--- config.mk ---
export PLATFORM = sky130hd
export DESIGN_NAME = bcrc_queue
export DESIGN_NICKNAME = d
export VERILOG_FILES = /design/src/design/bcrc_pkg.sv /design/src/design/bcrc_queue.sv
export VERILOG_INCLUDE_DIRS = /design/src /design/src/design
export SDC_FILE = /design/constraint.sdc
export NUM_CORES = 1
export LEC_CHECK = 0
export BUFFER_PORTS_ARGS = -buffer_cell sky130_fd_sc_hd__buf_2
export CORE_ASPECT_RATIO = 0.6
export CORE_UTILIZATION = 30
export DETAILED_ROUTE_END_ITERATION = 16
export GPL_TIMING_DRIVEN = 1
export PLACE_DENSITY = 0.59
export SYNTH_ARGS = -nofsm -noshare
export SYNTH_HDL_FRONTEND = slang
export SYNTH_SLANG_ARGS = --single-unit
export TNS_END_PERCENT = 1
--- constraint.sdc ---
create_clock -name clk_i -period 21 [get_ports clk_i]
set_input_delay 4.2 -clock clk_i [delete_from_list [all_inputs] [get_ports clk_i]]
set_output_delay 4.2 -clock clk_i [all_outputs]
set_load 0.02 [all_outputs]
--- src/design/box_centre_ray_collision_top_defines.svh ---
// ---------------------------------------------------------------------------
// Assertion macros for the box collider block
// Shared concurrent assertion forms, clocked on clk_i, off during reset.
// ---------------------------------------------------------------------------
`ifndef BOX_CENTRE_RAY_COLLISION_TOP_DEFINES_SVH
`define BOX_CENTRE_RAY_COLLISION_TOP_DEFINES_SVH

// same-cycle implication
`define BCRC_ASSERT_IMPL(lbl, ante, cons, msg) \
  lbl: assert property (@(posedge clk_i) disable iff (!rst_ni) (ante) |-> (cons)) \
    else $error(msg);

// next-cycle implication
`define BCRC_ASSERT_NEXT(lbl, ante, cons, msg) \
  lbl: assert property (@(posedge clk_i) disable iff (!rst_ni) (ante) |=> (cons)) \
    else $error(msg);

`endif

--- src/design/bcrc_pkg.sv ---
// ---------------------------------------------------------------------------
// bcrc_pkg
// Widths, payload structs and register codes of the box collider block.
// ---------------------------------------------------------------------------
package bcrc_pkg;

  localparam int unsigned PosW       = 32;
  localparam int unsigned ValW       = 32;
  localparam int unsigned AbsW       = 32;
  localparam int unsigned LenW       = 33;
  localparam int unsigned SqW        = 2 * LenW;
  localparam int unsigned FracW      = 16;
  localparam int unsigned ExtW       = 48;
  localparam int unsigned ReachW     = 48;
  localparam int unsigned SumW       = ReachW + 1;
  localparam int unsigned NumW       = 81;
  localparam int unsigned OffW       = 34;
  localparam int unsigned AddrW      = 4;
  localparam int unsigned QueueDepth = 2;

  localparam logic [ValW-1:0] CfgReset = 32'h0001_0000;

  typedef enum logic [1:0] {
    REG_EXTENT_X = 2'd0,
    REG_EXTENT_Y = 2'd1,
    REG_SCALE_X  = 2'd2,
    REG_SCALE_Y  = 2'd3
  } reg_idx_e;

  typedef struct packed {
    logic            op;
    logic [PosW-1:0] self_pos_x;
    logic [PosW-1:0] self_pos_y;
    logic [PosW-1:0] other_pos_x;
    logic [PosW-1:0] other_pos_y;
    logic [ValW-1:0] other_extent_x;
    logic [ValW-1:0] other_extent_y;
    logic [ValW-1:0] other_scale_x;
    logic [ValW-1:0] other_scale_y;
    logic [ValW-1:0] other_radius;
  } in_t;

  typedef struct packed {
    logic            colliding;
    logic [PosW-1:0] pushed_pos_x;
    logic [PosW-1:0] pushed_pos_y;
    logic            coincident;
  } out_t;

  typedef struct packed {
    logic [ValW-1:0] extent_x;
    logic [ValW-1:0] extent_y;
    logic [ValW-1:0] scale_x;
    logic [ValW-1:0] scale_y;
  } cfg_t;

  // classified item handed from front to back
  typedef struct packed {
    logic            op;
    logic            coincident;
    logic            neg_x;
    logic            neg_y;
    logic [AbsW-1:0] abs_x;
    logic [AbsW-1:0] abs_y;
    logic [PosW-1:0] self_pos_x;
    logic [PosW-1:0] self_pos_y;
    logic [PosW-1:0] other_pos_x;
    logic [PosW-1:0] other_pos_y;
    logic [ValW-1:0] other_extent_x;
    logic [ValW-1:0] other_extent_y;
    logic [ValW-1:0] other_scale_x;
    logic [ValW-1:0] other_scale_y;
    logic [ValW-1:0] other_radius;
  } job_t;

endpackage

--- src/design/bcrc_queue.sv ---
// ---------------------------------------------------------------------------
// bcrc_queue
// Short FIFO of classified items between front and back.
// ---------------------------------------------------------------------------
`include "box_centre_ray_collision_top_defines.svh"

module bcrc_queue #(
  parameter int unsigned Depth = bcrc_pkg::QueueDepth
) (
  input  logic           clk_i,
  input  logic           rst_ni,
  input  logic           push_i,
  input  bcrc_pkg::job_t job_i,
  output logic           full_o,
  input  logic           pop_i,
  output logic           valid_o,
  output bcrc_pkg::job_t job_o
);
  import bcrc_pkg::*;

  localparam int unsigned PtrW = (Depth > 1) ? $clog2(Depth) : 1;
  localparam int unsigned CntW = $clog2(Depth + 1);

  job_t            mem_q [Depth];
  logic [PtrW-1:0] wr_q, wr_d, rd_q, rd_d;
  logic [CntW-1:0] cnt_q, cnt_d;

  assign full_o  = (cnt_q == CntW'(Depth));
  assign valid_o = (cnt_q != '0);
  assign job_o   = mem_q[rd_q];

  always_comb begin
    wr_d  = wr_q;
    rd_d  = rd_q;
    cnt_d = cnt_q;
    if (push_i) begin
      wr_d = (wr_q == PtrW'(Depth - 1)) ? '0 : wr_q + 1'b1;
    end
    if (pop_i) begin
      rd_d = (rd_q == PtrW'(Depth - 1)) ? '0 : rd_q + 1'b1;
    end
    if (push_i && !pop_i) begin
      cnt_d = cnt_q + 1'b1;
    end else if (pop_i && !push_i) begin
      cnt_d = cnt_q - 1'b1;
    end
  end

  always_ff @(posedge clk_i or negedge rst_ni) begin
    if (!rst_ni) begin
      wr_q  <= '0;
      rd_q  <= '0;
      cnt_q <= '0;
    end else begin
      wr_q  <= wr_d;
      rd_q  <= rd_d;
      cnt_q <= cnt_d;
    end
  end

  always_ff @(posedge clk_i) begin
    if (push_i) begin
      mem_q[wr_q] <= job_i;
    end
  end

  `BCRC_ASSERT_IMPL(a_cnt_bound, 1'b1, cnt_q <= CntW'(Depth), "queue count above depth")
  `BCRC_ASSERT_IMPL(a_no_overflow, push_i, !full_o || pop_i, "push into full queue")
  `BCRC_ASSERT_IMPL(a_no_underflow, pop_i, valid_o, "pop from empty queue")

endmodule

==> reports/qor.yml <==
logic_synthesis:
  synth.avg_cell_area_um2: 24.3
  yosysWarningCount: 0
  yosysUniqueCellTypes: 16
  syn_nets: 1485
  syn_area_um2: 27300
  netlist_instances: 1124
  synth.yosys.seq_area_share: 0.786
  ys_ff_latch: 716
job:
  max-cap-violations: 0
setup_path:
  start_kind: "flip-flop"
  arrival_ns: 4.01
  required_ns: 16.80
  critPathLaunch: "rd_q"
  crit_type: "flip-flop to primary output"
  reg2reg_depth: 3
  cp_max_fo: 55
  r2r_end: "mem_q[0][174]"
  worstSetupEndpoint: "job_o[348]"
  endpoint_kind: "primary output"
  r2r_start: "wr_q"
  r2r_slack_ns: 17.55
placed_design:
  port_buffers: 717
  gp_congestion: 0.800
  dp_cells: 3033
  dp_hpwl_mm: 40.2
clock_tree:
  cts_setup_buffers: 0
  cts_buffer_depth: 3
  clk_latency_ns: 0.60
  numCtsBuffers: 70
  cts.sinks: 716
  hold_buffers: 0
  post_cts_resized: 0
  cts_root_buf: "clkbuf_16"
  cts_tree: "built"
  cts_max_level: 3
  clkTransAtPathRegs_ns: 0.06
sta:
  rsz0062_at_grt: "false"
  fmax_ghz: 0.122
  slew_headroom: 0.240
  slew_violations: 0
  finalSetupViolCount: 0
  worst_pin_slew_ns: 1.14
  hold_ws_ns: 0.507
  post-route-period-util: 0.391
  finalCriticalPeriod_ns: 8.21
  fin_skew_ns: 0.0130
  fin_tns_setup_ns: 0
  hold_viol_final: 0
global_route:
  grt_pass1_wl_mm: 86.0
  grt_start_max_net_pins: 155
  grt.overflow.total: 0
  grt_usage: 0.124
  grt_pass1_vias: 13900
  antenna_found_initial: 9
layout:
  seq_area_um2: 21500
  layout_common_cells: "717 x buf_2, 712 x edfxtp_1, 330 x mux2_4"
  nets: 2248
  syn2layout_area_growth_pct: 25.8
  mostFrequentLayoutCell: "buf_2"
  fin_cells: 3160
  multi_input_area_um2: 5340
  nFillCells: 8295
  drive_gt1_frac: 0.614
hold_path:
  holdCritPathClass: "flip-flop to flip-flop"
die:
  design.portCount: 718
  start_util: 0.304
  rows: 85
  core_um2: 90000
  die-area_um2: 92300
  fp.dieH_um: 236
  dieWidth_um: 392
power:
  peakVddDrop_mv: 0.0726
  powerDensity_nw_per_um2: 143
  leakage_nw: 13.6
drt:
  viasPerCell: 4.16
  wl_per_cell_um: 18.7
  drt_iter0_markers: 658
  routed_wl_mm: 59.0
  vias: 13100
  drt_first_pass_iters: 5
  drc: 0
  postRouteAntennaNets: 0
status:
  status: "finished, final reports clean"
==> through the flow <==
stage                      util  total power [mW]  cell area [um2]  worst slack [ns]
final                     0.382              4.93            34400             12.79
after CTS                 0.382              5.01            34400             12.66
after global routing      0.382              5.14            34400             12.57
after global placement    0.356              3.70            32100             13.44
after floorplan               -              3.41            27300             0.389
after detailed placement  0.356              3.72            32100             13.36
==> metal layers <==
| layer | track usage | wire length (um) |
|---|---|---|
| met3 | 0.0444 | 4600 |
| met2 | 0.212 | 29800 |
| met5 | 0 | 88 |
| met1 | 0.145 | 23400 |
| met4 | 0.0357 | 1120 |
==> how the worst min path moves through the flow <==
stage          slack (ns)  endpoint  cells past startpoint      from
3_5_place_dp         0.50  cnt_q[1]                      1  cnt_q[1]
4_1_cts              0.51  cnt_q[1]                      1  cnt_q[1]
6_report             0.51  cnt_q[1]                      1  cnt_q[1]
2_1_floorplan        0.45  cnt_q[1]                      1  cnt_q[1]
5_1_grt              0.53  cnt_q[1]                      1  cnt_q[1]
3_3_place_gp         0.47  cnt_q[1]                      1  cnt_q[1]
==> kinds of logic (layout without fill, tap and decap cells) <==
logic type | after synthesis | in the layout | synth area share
xor+xnor | 5 | 5 | 0.00160
fa+ha+maj | 1 | 1 | 0.000458
buf+inv | 41 | 855 | 0.0183
flops | 716 | 716 | 0.786
mux | 356 | 356 | 0.192
other cells | 0 | 4 | 0
simple gates | 5 | 5 | 0.00105
==> synthesized netlist by cell type <==
cell | n | area share
edfxtp_1 | 712 | 0.78
mux2_4 | 330 | 0.18
mux2_2 | 26 | 0.011
buf_6 | 25 | 0.010
buf_8 | 11 | 0.0060
dfrtp_1 | 4 | 0.0037
xor2_1 | 4 | 0.0013
buf_12 | 2 | 0.0015
buf_2 | 2 | 0.00037
nor2b_1 | 2 | 0.00046
and2_1 | 1 | 0.00023
ha_1 | 1 | 0.00046
inv_1 | 1 | 0.00014
nor2_1 | 1 | 0.00014
or2_2 | 1 | 0.00023
xnor2_1 | 1 | 0.00032
==> worst max-delay path, cell delays in order (launching register included) <==
cell and delay, ns:
dfrtp_4 1.00, buf_4 0.84, buf_4 0.88, mux2_2 0.43
buf_2 0.16
==> flip-flops by register name, indices dropped and copies added, names as in the netlist <==
register / flops
cnt_q: 2
mem_q: 712
wr_q: 1
rd_q: 1
==> power by group <==
group | switching, mW | total [mW] | internal (mW)
clock | 0.522 | 1.27 | 0.744
combinational | 0.950 | 1.67 | 0.723
sequential | 0.0900 | 1.99 | 1.90
==> layout make-up <==
type | count | area share
multi-input combinational | 367 | 0.155
antenna | 4 | 0.000291
clock buffer | 80 | 0.0527
inverter | 1 | 0.000109
sequential | 716 | 0.625
tap | 1218 | 0.0443
clock inverter | 43 | 0.0142
timing repair buffer | 731 | 0.108
No activity file was read; power rests on OpenSTA's default activity.
