**src/design/box_centre_ray_collision_top_defines.svh**
```systemverilog
// ---------------------------------------------------------------------------
// Assertion macros for the box collider block
// Shared concurrent assertion forms, clocked on clk_i, off during reset.
// ---------------------------------------------------------------------------
`ifndef BOX_CENTRE_RAY_COLLISION_TOP_DEFINES_SVH
`define BOX_CENTRE_RAY_COLLISION_TOP_DEFINES_SVH

// same-cycle implication
`define BCRC_ASSERT_IMPL(lbl, ante, cons, msg) \
  lbl: assert property (@(posedge clk_i) disable iff (!rst_ni) (ante) |-> (cons)) \
    else $error(msg);

// next-cycle implication
`define BCRC_ASSERT_NEXT(lbl, ante, cons, msg) \
  lbl: assert property (@(posedge clk_i) disable iff (!rst_ni) (ante) |=> (cons)) \
    else $error(msg);

`endif

```
**src/design/bcrc_pkg.sv**
```systemverilog
// ---------------------------------------------------------------------------
// bcrc_pkg
// Widths, payload structs and register codes of the box collider block.
// ---------------------------------------------------------------------------
package bcrc_pkg;

  localparam int unsigned PosW       = 32;
  localparam int unsigned ValW       = 32;
  localparam int unsigned AbsW       = 32;
  localparam int unsigned LenW       = 33;
  localparam int unsigned SqW        = 2 * LenW;
  localparam int unsigned FracW      = 16;
  localparam int unsigned ExtW       = 48;
  localparam int unsigned ReachW     = 48;
  localparam int unsigned SumW       = ReachW + 1;
  localparam int unsigned NumW       = 81;
  localparam int unsigned OffW       = 34;
  localparam int unsigned AddrW      = 4;
  localparam int unsigned QueueDepth = 2;

  localparam logic [ValW-1:0] CfgReset = 32'h0001_0000;

  typedef enum logic [1:0] {
    REG_EXTENT_X = 2'd0,
    REG_EXTENT_Y = 2'd1,
    REG_SCALE_X  = 2'd2,
    REG_SCALE_Y  = 2'd3
  } reg_idx_e;

  typedef struct packed {
    logic            op;
    logic [PosW-1:0] self_pos_x;
    logic [PosW-1:0] self_pos_y;
    logic [PosW-1:0] other_pos_x;
    logic [PosW-1:0] other_pos_y;
    logic [ValW-1:0] other_extent_x;
    logic [ValW-1:0] other_extent_y;
    logic [ValW-1:0] other_scale_x;
    logic [ValW-1:0] other_scale_y;
    logic [ValW-1:0] other_radius;
  } in_t;

  typedef struct packed {
    logic            colliding;
    logic [PosW-1:0] pushed_pos_x;
    logic [PosW-1:0] pushed_pos_y;
    logic            coincident;
  } out_t;

  typedef struct packed {
    logic [ValW-1:0] extent_x;
    logic [ValW-1:0] extent_y;
    logic [ValW-1:0] scale_x;
    logic [ValW-1:0] scale_y;
  } cfg_t;

  // classified item handed from front to back
  typedef struct packed {
    logic            op;
    logic            coincident;
    logic            neg_x;
    logic            neg_y;
    logic [AbsW-1:0] abs_x;
    logic [AbsW-1:0] abs_y;
    logic [PosW-1:0] self_pos_x;
    logic [PosW-1:0] self_pos_y;
    logic [PosW-1:0] other_pos_x;
    logic [PosW-1:0] other_pos_y;
    logic [ValW-1:0] other_extent_x;
    logic [ValW-1:0] other_extent_y;
    logic [ValW-1:0] other_scale_x;
    logic [ValW-1:0] other_scale_y;
    logic [ValW-1:0] other_radius;
  } job_t;

endpackage

```
**src/design/bcrc_front.sv**
```systemverilog
// ---------------------------------------------------------------------------
// bcrc_front
// Takes commands, forms the centre difference and flags coincident centres.
// ---------------------------------------------------------------------------
module bcrc_front (
  input  logic           clk_i,
  input  logic           rst_ni,
  input  logic           start_i,
  output logic           busy_o,
  input  bcrc_pkg::in_t  item_i,
  output logic           push_o,
  output bcrc_pkg::job_t job_o,
  input  logic           full_i
);
  import bcrc_pkg::*;

  logic       valid_q, valid_d;
  job_t       job_q, job_d;
  logic       take;
  logic [PosW:0] dx, dy;

  assign busy_o = valid_q & full_i;
  assign take   = start_i & ~busy_o;
  assign push_o = valid_q & ~full_i;
  assign job_o  = job_q;

  always_comb begin
    dx = {item_i.other_pos_x[PosW-1], item_i.other_pos_x}
       - {item_i.self_pos_x[PosW-1], item_i.self_pos_x};
    dy = {item_i.other_pos_y[PosW-1], item_i.other_pos_y}
       - {item_i.self_pos_y[PosW-1], item_i.self_pos_y};
    job_d.op             = item_i.op;
    job_d.coincident     = (dx == '0) && (dy == '0);
    job_d.neg_x          = dx[PosW];
    job_d.neg_y          = dy[PosW];
    job_d.abs_x          = dx[PosW] ? AbsW'(~dx + 1'b1) : AbsW'(dx);
    job_d.abs_y          = dy[PosW] ? AbsW'(~dy + 1'b1) : AbsW'(dy);
    job_d.self_pos_x     = item_i.self_pos_x;
    job_d.self_pos_y     = item_i.self_pos_y;
    job_d.other_pos_x    = item_i.other_pos_x;
    job_d.other_pos_y    = item_i.other_pos_y;
    job_d.other_extent_x = item_i.other_extent_x;
    job_d.other_extent_y = item_i.other_extent_y;
    job_d.other_scale_x  = item_i.other_scale_x;
    job_d.other_scale_y  = item_i.other_scale_y;
    job_d.other_radius   = item_i.other_radius;
  end

  always_comb begin
    valid_d = valid_q;
    if (take) begin
      valid_d = 1'b1;
    end else if (push_o) begin
      valid_d = 1'b0;
    end
  end

  always_ff @(posedge clk_i or negedge rst_ni) begin
    if (!rst_ni) begin
      valid_q <= 1'b0;
    end else begin
      valid_q <= valid_d;
    end
  end

  always_ff @(posedge clk_i) begin
    if (take) begin
      job_q <= job_d;
    end
  end

endmodule

```
**config.mk**
```make
export PLATFORM = sky130hd
export DESIGN_NAME = bcrc_front
export DESIGN_NICKNAME = d
export VERILOG_FILES = /design/src/design/box_centre_ray_collision_top_defines.svh /design/src/design/bcrc_pkg.sv /design/src/design/bcrc_front.sv
export SDC_FILE = /design/constraint.sdc
export NUM_CORES = 1
export LEC_CHECK = 0
export ABC_AREA = 1
export BUFFER_PORTS_ARGS = -buffer_cell sky130_fd_sc_hd__buf_2
export CAP_MARGIN = 20
export CELL_PAD_IN_SITES_DETAIL_PLACEMENT = 0
export CELL_PAD_IN_SITES_GLOBAL_PLACEMENT = 2
export CORE_MARGIN = 2
export CORE_UTILIZATION = 29
export CTS_BUF_LIST = sky130_fd_sc_hd__clkbuf_16
export DETAILED_ROUTE_END_ITERATION = 10
export PLACE_DENSITY_LB_ADDON = 0.1
export SYNTH_ARGS = -nofsm -noshare
export SYNTH_HDL_FRONTEND = slang
export SYNTH_SLANG_ARGS = --single-unit
```
**constraint.sdc**
```tcl
create_clock -name clk_i -period 18.1 [get_ports clk_i]
set_input_delay 1.81 -clock clk_i [delete_from_list [all_inputs] [get_ports clk_i]]
set_output_delay 1.81 -clock clk_i [all_outputs]
set_load 0.01 [all_outputs]
```
==> results of run 1 <==
[metal layers]
layer | global-route usage (%) | vias up | routed length (um)
met2 | 37.45 | 459 | 35370
met3 | 4.072 | 72 | 4425
met1 | 27.10 | 7246 | 30410
met5 | 0 | - | 0
li1 | - | 7613 | -
met4 | 4.845 | 0 | 1318
[area by class of cell]
class | instances | area (um2) | share of cell area, %
Tap cell | 837 | 1047 | 4.390
Timing Repair Buffer | 656 | 3298 | 13.83
Clock inverter | 32 | 274.0 | 1.149
Inverter | 356 | 1338 | 5.607
Antenna cell | 3 | 7.507 | 0.03147
Multi-Input combinational cell | 1217 | 6100 | 25.57
Clock buffer | 43 | 1076 | 4.511
Sequential cell | 357 | 10720 | 44.92
[where the power goes]
part	internal (mW)	leakage, nW	switching (mW)
clock	0.466	0.689	0.370
sequential	0.993	3.40	0.0222
combinational	0.159	7.57	0.329
total	1.62	11.7	0.721
[cells in the final DEF (no fill, tap or decap), types with 4 or more instances in the layout]
cell type / n
buf_2: 650
clkbuf_16: 43
inv_2: 10
nand3_2: 8
xor2_1: 38
a21oi_1: 42
nor2_2: 23
ha_1: 68
inv_1: 356
o21ai_0: 13
nor2_1: 141
clkinv_4: 4
nor3_1: 11
nand4_1: 20
and2_1: 4
buf_4: 6
nand3_1: 105
nand2_1: 646
nand3b_1: 25
clkinv_1: 9
edfxtp_1: 356
o21bai_1: 4
xnor2_1: 11
nand2_2: 41
[registers in the layout, summed over array words and instances (netlist names)]
name and count:
valid_q 1, job_o 356
[cells by family after synthesis]
family,share of synthesized area (%)
xor gates and xnor gates,2.357
DFF,58.86
buffers and inverters,7.683
AOI/OAI and AO/OA,1.979
adders and majority gates,4.893
and+or+nand+nor,24.23
[stage by stage]
stage	hold WS [ps]	util, %	area, um2	cells
3_3_place_gp	488.6	36.32	22500	3423
5_1_grt	511.6	38.51	23850	3499
2_1_floorplan	455.7	-	18210	1937
3_5_place_dp	476.0	36.32	22500	3423
4_1_cts	488.2	38.50	23850	3498
6_report	491.2	38.51	23860	3501
[final timing paths]
check                                            end  slack [ps]  depth (start not counted)
worst min-delay path             valid_q$_DFFE_PN0P_         490                          2
worst max-delay path            job_o[354]$_DFFE_PP_       13600                         20
worst min register to register   valid_q$_DFFE_PN0P_         490                          2
max in group asynchronous        valid_q$_DFFE_PN0P_       17030                          1
worst max register to register  job_o[337]$_DFFE_PP_       14930                          5
min in group asynchronous        valid_q$_DFFE_PN0P_         980                          1
[worst min-delay path: cells and delay by family (launching register included)]
family	cells	cell delay, ps
flops	1	340
simple gates	2	120
[cell usage after synthesis]
master / count
nand3b_1: 25
buf_4: 3
ha_1: 68
fa_1: 2
nor2_2: 23
nand3_1: 105
nand3_2: 8
a21oi_1: 42
and2_1: 4
a31oi_1: 2
buf_6: 3
nand2_1: 646
o21ai_2: 3
nand2_2: 41
clkinv_1: 1
and3_1: 3
xor2_1: 38
nor4_1: 1
a21oi_2: 1
o21bai_1: 4
edfxtp_1: 356
inv_1: 344
clkinv_2: 1
buf_2: 1
nor3_1: 11
nor3_2: 3
nor2_1: 142
dfrtp_1: 1
xnor2_1: 11
o21ai_0: 13
inv_2: 10
o211ai_1: 1
nand4_1: 20
==> qor.yml, run 1 <==
placed_design:
  hpwl_mm: 60.00
  port_buffers: 650
  gp_congestion: 0.9756
  dp_worst_setup_slack_ps: 12990
sta:
  post-route-min-period_ps: 4501
  skew_ps: 17.09
  max_freq_ghz: 0.2222
  hold_violations: 0
  final.period_utilization_pct: 24.87
  finalSetupViolCount: 0
  fin_tns_setup_ps: 0
  rsz0062_at_grt: "no"
  drv_slew: 0
  max_slew_margin_pct: 26.44
  worstMarginPinSlew_ps: 1103
  worst_slack_ps: 13600
drt:
  drt-pass1-iter-count: 5
  drc: 0
  ant_nets: 0
  drt_iter0_drc: 892
  vias_per_cell: 4.396
  routed_wirelength_mm: 71.53
  wl_per_cell_um: 20.43
  num_vias: 15390
setup_path:
  crit_start: "item_i[160]"
  cp_top_family: "simple AND/OR/NAND/NOR gates"
  worstPathMaxFanout: 30
  start_kind: "input pin"
  crit_slowest_cell: "fa_1"
  crit_path_cell_trace: "buf_2 -> inv_1 -> ha_1 -> fa_1 -> inv_1 -> nand3_1 -> nand2_2 -> nand2_1 -> nand2_1 -> nand2_1 -> nand2_1 -> nand4_1 -> nand3_1 -> nand2_1 -> buf_4 -> inv_1 -> nand2_1 -> nor2_1 -> nand3_1 -> nor2_1"
  path_buf_inv: 5
  worstSetupPathType: "in -> reg"
  end_kind: "flop"
  r2r_start: "valid_q$_DFFE_PN0P_"
  cp_common_cell: "nand2_1"
  crit_required_ps: 18500
  crit_arrival_ps: 4900
  cpPeakStageDelay_ps: 400
clock_network:
  cts_buffers: 43
  cts-hold-fix-buffers: 0
  cts_tree: "built"
  clk_latency_ps: 590
  cts_root_buf: "clkbuf_16"
  clk_pin_slew_ps: 60
  cts.path.max_buffers: 3
  post-cts-setup-buffers: 0
  htreeDepth: 2
  cts.sinks: 357
  ctsResizeCount: 0
floorplan:
  dieHeight_um: 254.6
  fp-row-count: 91
  die_area_um2: 64800
  coreArea_um2: 61940
  start_util_pct: 29.39
  num_io_pins: 651
  die_w_um: 254.6
cells_and_area:
  drive_gt1_share_pct: 30.14
  num-fill-cells: 6481
  nNetsFinal: 2994
  area_delta_synth_final_pct: 31.03
grt:
  grt_pass1_vias: 15060
  grt_max_degree: 79
  grt-ovfl-total: 0
  grt_pass1_wl_mm: 100.2
  grt_usage_pct: 21.33
  antenna_found_initial: 11
job:
  drv_cap: 0
yosys:
  syn-num-nets: 2300
  synth-seq-cells: 357
  yosysTopAreaCell: "edfxtp_1"
  synth_cells: 1937
  synth_area_leaders: "edfxtp_1 59%, nand2_1 13%, inv_1 7.1%, ha_1 4.7%, nor2_1 2.9%"
  synth_top_area_share_pct: 58.72
  netlist-cell-type-count: 33
  syn_area_per_cell_um2: 9.399
  ys_seq_area_share_pct: 58.86
  ys_warn_count: 0
  synth_area_um2: 18210
pwr:
  p_per_area_nw_per_um2: 98.06
  leakage_nw: 11.66
  total_power_mw: 2.339
  vdd_ir_drop_max_mv: 0.06172
min_path:
  hold_class: "reg -> reg"
  worstHoldStart: "valid_q$_DFFE_PN0P_"
outcome:
  status: "complete, no violations"
No activity file was read; power rests on OpenSTA's default activity.
==> inputs of run 2 (changes only) <==
ABC_AREA = 0   (was 1)
CORE_AREA = 2 2 254 256   (was unset)
CORE_MARGIN = unset   (was 2)
CORE_UTILIZATION = unset   (was 29)
DIE_AREA = 0 0 256 258   (was unset)
clock period = 4.3 ns   (was 18.1 ns; I/O delays follow)
==> run 2 against run 1 <==
- clock power increased to 4.3 times the previous value
- first-iteration DRC count up 4.4%
- register-to-register slack got worse by 13000 ps
- sequential share of layout area grew 0.17 points
- cell count decreased by 15%
- clock-buffer cell count is 1 higher
- highest routed layer is now met5
==> qor.yml, run 2 <==
pwr:
  p_per_area_nw_per_um2: 420.4  # +330%
  p_seq_share_pct: 42.8  # -0.6 points
  power_frac_comb_pct: 20.9  # about the same
  power.share.clock_pct: 36.4  # +0.7 points
  leakage_nw: 10.00  # -14%
  vdd_ir_drop_max_mv: 0.3057  # +400%
  p_switching_mw: 2.858  # +300%
  swShare_pct: 28.61  # -2.2 points
  p_int_mw: 7.132  # +340%
sta:
  hold_violations: 0  # unchanged
  final.period_utilization_pct: 90.63
  max_slew_margin_pct: 52.54  # +26 points
  rsz0062_at_grt: "no"
  skew_ps: 18.23  # +1.131 ps
  finalSetupViolCount: 0  # unchanged
  max_freq_ghz: 0.2566
  drv_slew: 0  # unchanged
  post-route-min-period_ps: 3897
  worstMarginPinSlew_ps: 694.0  # -409.4 ps
drt:
  drt-pass1-iter-count: 6  # +1
  wl_per_cell_um: 23.30  # +14%
  routed_wirelength_mm: 68.98  # -3.6%
  vias_per_cell: 4.498  # +2.3%
  ant_nets: 0  # unchanged
  drt_iter0_drc: 931  # +4.4%
  drc: 0  # unchanged
  num_vias: 13320  # -13%
grt:
  grt-ovfl-total: 0  # unchanged
  grt_pass1_wl_mm: 97.66  # -2.5%
  grt_max_degree: 97  # +23%
  grt_usage_pct: 20.34  # -0.99 points
  grt_pass1_vias: 13700  # -9.0%
  antenna_found_initial: 19  # +8
placed_design:
  place_area_um2: 21070  # -6.3%
  dp.cells: 2744  # -20%
  gp_congestion: 0.9625  # -1.3%
  hpwl_mm: 56.49  # -5.9%
  port_buffers: 650  # unchanged
min_path:
  hold_class: "in -> reg"
yosys:
  ys_warn_count: 0  # unchanged
  async_flop_share_pct: 0.2801  # unchanged
  synth-edff-count: 356  # unchanged
  synth_most_common_cell: "edfxtp_1"
  synth_cells: 1208  # -38%
  synth-seq-cells: 357  # unchanged
  synth_area_um2: 16360  # -10%
  ys_seq_area_share_pct: 65.51  # +6.7 points
  syn_area_per_cell_um2: 13.54  # +44%
  yosysTopAreaCell: "edfxtp_1"
  synthFlopType: "edfxtp_1"
  netlist-cell-type-count: 78  # +140%
  syn-num-nets: 1571  # -32%
  synth_area_leaders: "edfxtp_1 65%, ha_1 5.2%, xnor2_1 3.6%, xor2_1 2.2%, a21oi_1 2.2%"
  synth_top_area_share_pct: 65.36  # +6.6 points
  synth_common_cells: "356 x edfxtp_1, 86 x inv_1, 77 x nand2_1, 71 x a21oi_1, 68 x ha_1"
cells_and_area:
  finalInstanceArea_um2: 23760  # -0.38%
  num-fill-cells: 6373  # -1.7%
  largest_reg_flops: 356  # unchanged
  area_delta_synth_final_pct: 45.30
  layout_common_cells: "650 x buf_2, 356 x edfxtp_1, 127 x dlygate4sd3_1, 99 x inv_1, 77 x nand2_1"
  final_cells: 2960  # -15%
  final_common_cell: "buf_2"
  nNetsFinal: 2425  # -19%
  drive_gt1_share_pct: 38.05  # +7.9 points
clock_network:
  clk_latency_ps: 590  # about the same
  cts_tree: "built"
  htreeDepth: 2  # unchanged
  cts_buffers: 44  # +2.3%
  cts.sinks: 357  # unchanged
  cts.path.max_buffers: 3  # unchanged
  cts_root_buf: "clkbuf_16"
  clk_pin_slew_ps: 60  # about the same
floorplan:
  start_util_pct: 25.70  # -3.7 points
  num_io_pins: 651  # unchanged
  die_w_um: 256  # +0.57%
  dieHeight_um: 258  # +1.4%
  coreArea_um2: 63650  # +2.8%
  fp-row-count: 93  # +2.2%
  die_area_um2: 66050  # +1.9%
job:
  drv_cap: 0  # unchanged
setup_path:
  crit_required_ps: 4710  # -13,790 ps
  worstSetupPathType: "in -> reg"
  start_kind: "input pin"
  crit_arrival_ps: 4310  # -590 ps
  worstPathMaxFanout: 4  # -87%
  end_kind: "flop"
outcome:
  status: "complete, no violations"
run 2: layer usage:
metal	global-route usage, %	wire, um	part of all wire, %	vias to the layer above
li1	-	-	-	6313
met1	24.06	27810	40	6395
met2	35.51	34170	50	499
met3	5.703	4599	6.7	94
met4	6.888	2312	3.4	14
met5	0	85	0.12	-
run 2: cell families (layout without fill, tap and decap cells):
logic type	Yosys count	after routing	share of synthesized area, %
fa+ha+maj	70	70	5.447
flops	357	357	65.51
other cells	0	8	0
buf+inv	111	1000	2.647
mux	4	4	0.2448
simple gates	292	292	9.509
compound gates	265	265	10.80
xor+xnor	109	109	5.837
run 2: metrics by stage:
step	total power, mW	hold slack, ps	setup WS [ps]	TNS [ps]	utilization (%)
finish	9.990	36.51	402.9	0	37.34
global route	10.47	1.381	137.0	0	37.33
CTS	10.15	0.01904	444.6	0	37.29
detailed placement	6.338	210.2	-145.1	-1164	33.11
global placement	6.342	206.6	-126.2	-808.6	33.11
floorplan	5.425	134.4	-1982	-705750	-
run 2: final timing paths:
path / slack, ps / from / depth (start not counted) / endpoint
worst max-delay path: 400 / item_i[192] / 16 / job_o[354]$_DFFE_PP_
worst min-delay path: 40 / item_i[62] / 1 / job_o[62]$_DFFE_PP_
worst max register to register: 2310 / valid_q$_DFFE_PN0P_ / 4 / job_o[263]$_DFFE_PP_
worst min register to register: 630 / valid_q$_DFFE_PN0P_ / 2 / valid_q$_DFFE_PN0P_
max in group asynchronous: 4050 / rst_ni / 2 / valid_q$_DFFE_PN0P_
min in group asynchronous: 170 / rst_ni / 2 / valid_q$_DFFE_PN0P_
run 2: timing repair:
action	in CTS	in global routing
setup buffers	0	0
hold buffers	126	1
resized for setup	0	0
hold endpoints to repair	126	1
endpoints found under the setup margin	0	0
run 2: power by group through the flow:
stage / Sequential [mW] / Combinational, mW / Clock [mW]
2_1_floorplan: 4.50 / 0.925 / 0
3_3_place_gp: 4.34 / 2.00 / 0
3_5_place_dp: 4.34 / 2.00 / 0
4_1_cts: 4.28 / 2.11 / 3.77
5_1_grt: 4.29 / 2.27 / 3.90
6_report: 4.27 / 2.08 / 3.63
run 2: worst max-delay path, cell delays in order:
cell and delay, ps:
buf_2 90, inv_1 50, ha_1 200, fa_1 410
nand2b_1 220, a211oi_1 280, buf_4 180, o2111ai_1 230
a2111oi_0 700, buf_4 230, o21bai_1 110, a21oi_1 290
inv_1 220, nor4_1 350, nand4_1 150, nor3b_2 180
run 2: final cells by class:
| cell class | count | area (um2) | share of cell area (%) |
|---|---|---|---|
| timing repair buffer | 833 | 5020 | 21.12 |
| inverter | 86 | 322.8 | 1.358 |
| tap | 855 | 1070 | 4.502 |
| clock buffer | 44 | 1101 | 4.633 |
| clock inverter | 37 | 297.8 | 1.253 |
| multi-input combinational | 740 | 5218 | 21.96 |
| sequential | 357 | 10720 | 45.09 |
| antenna | 8 | 20.02 | 0.08424 |
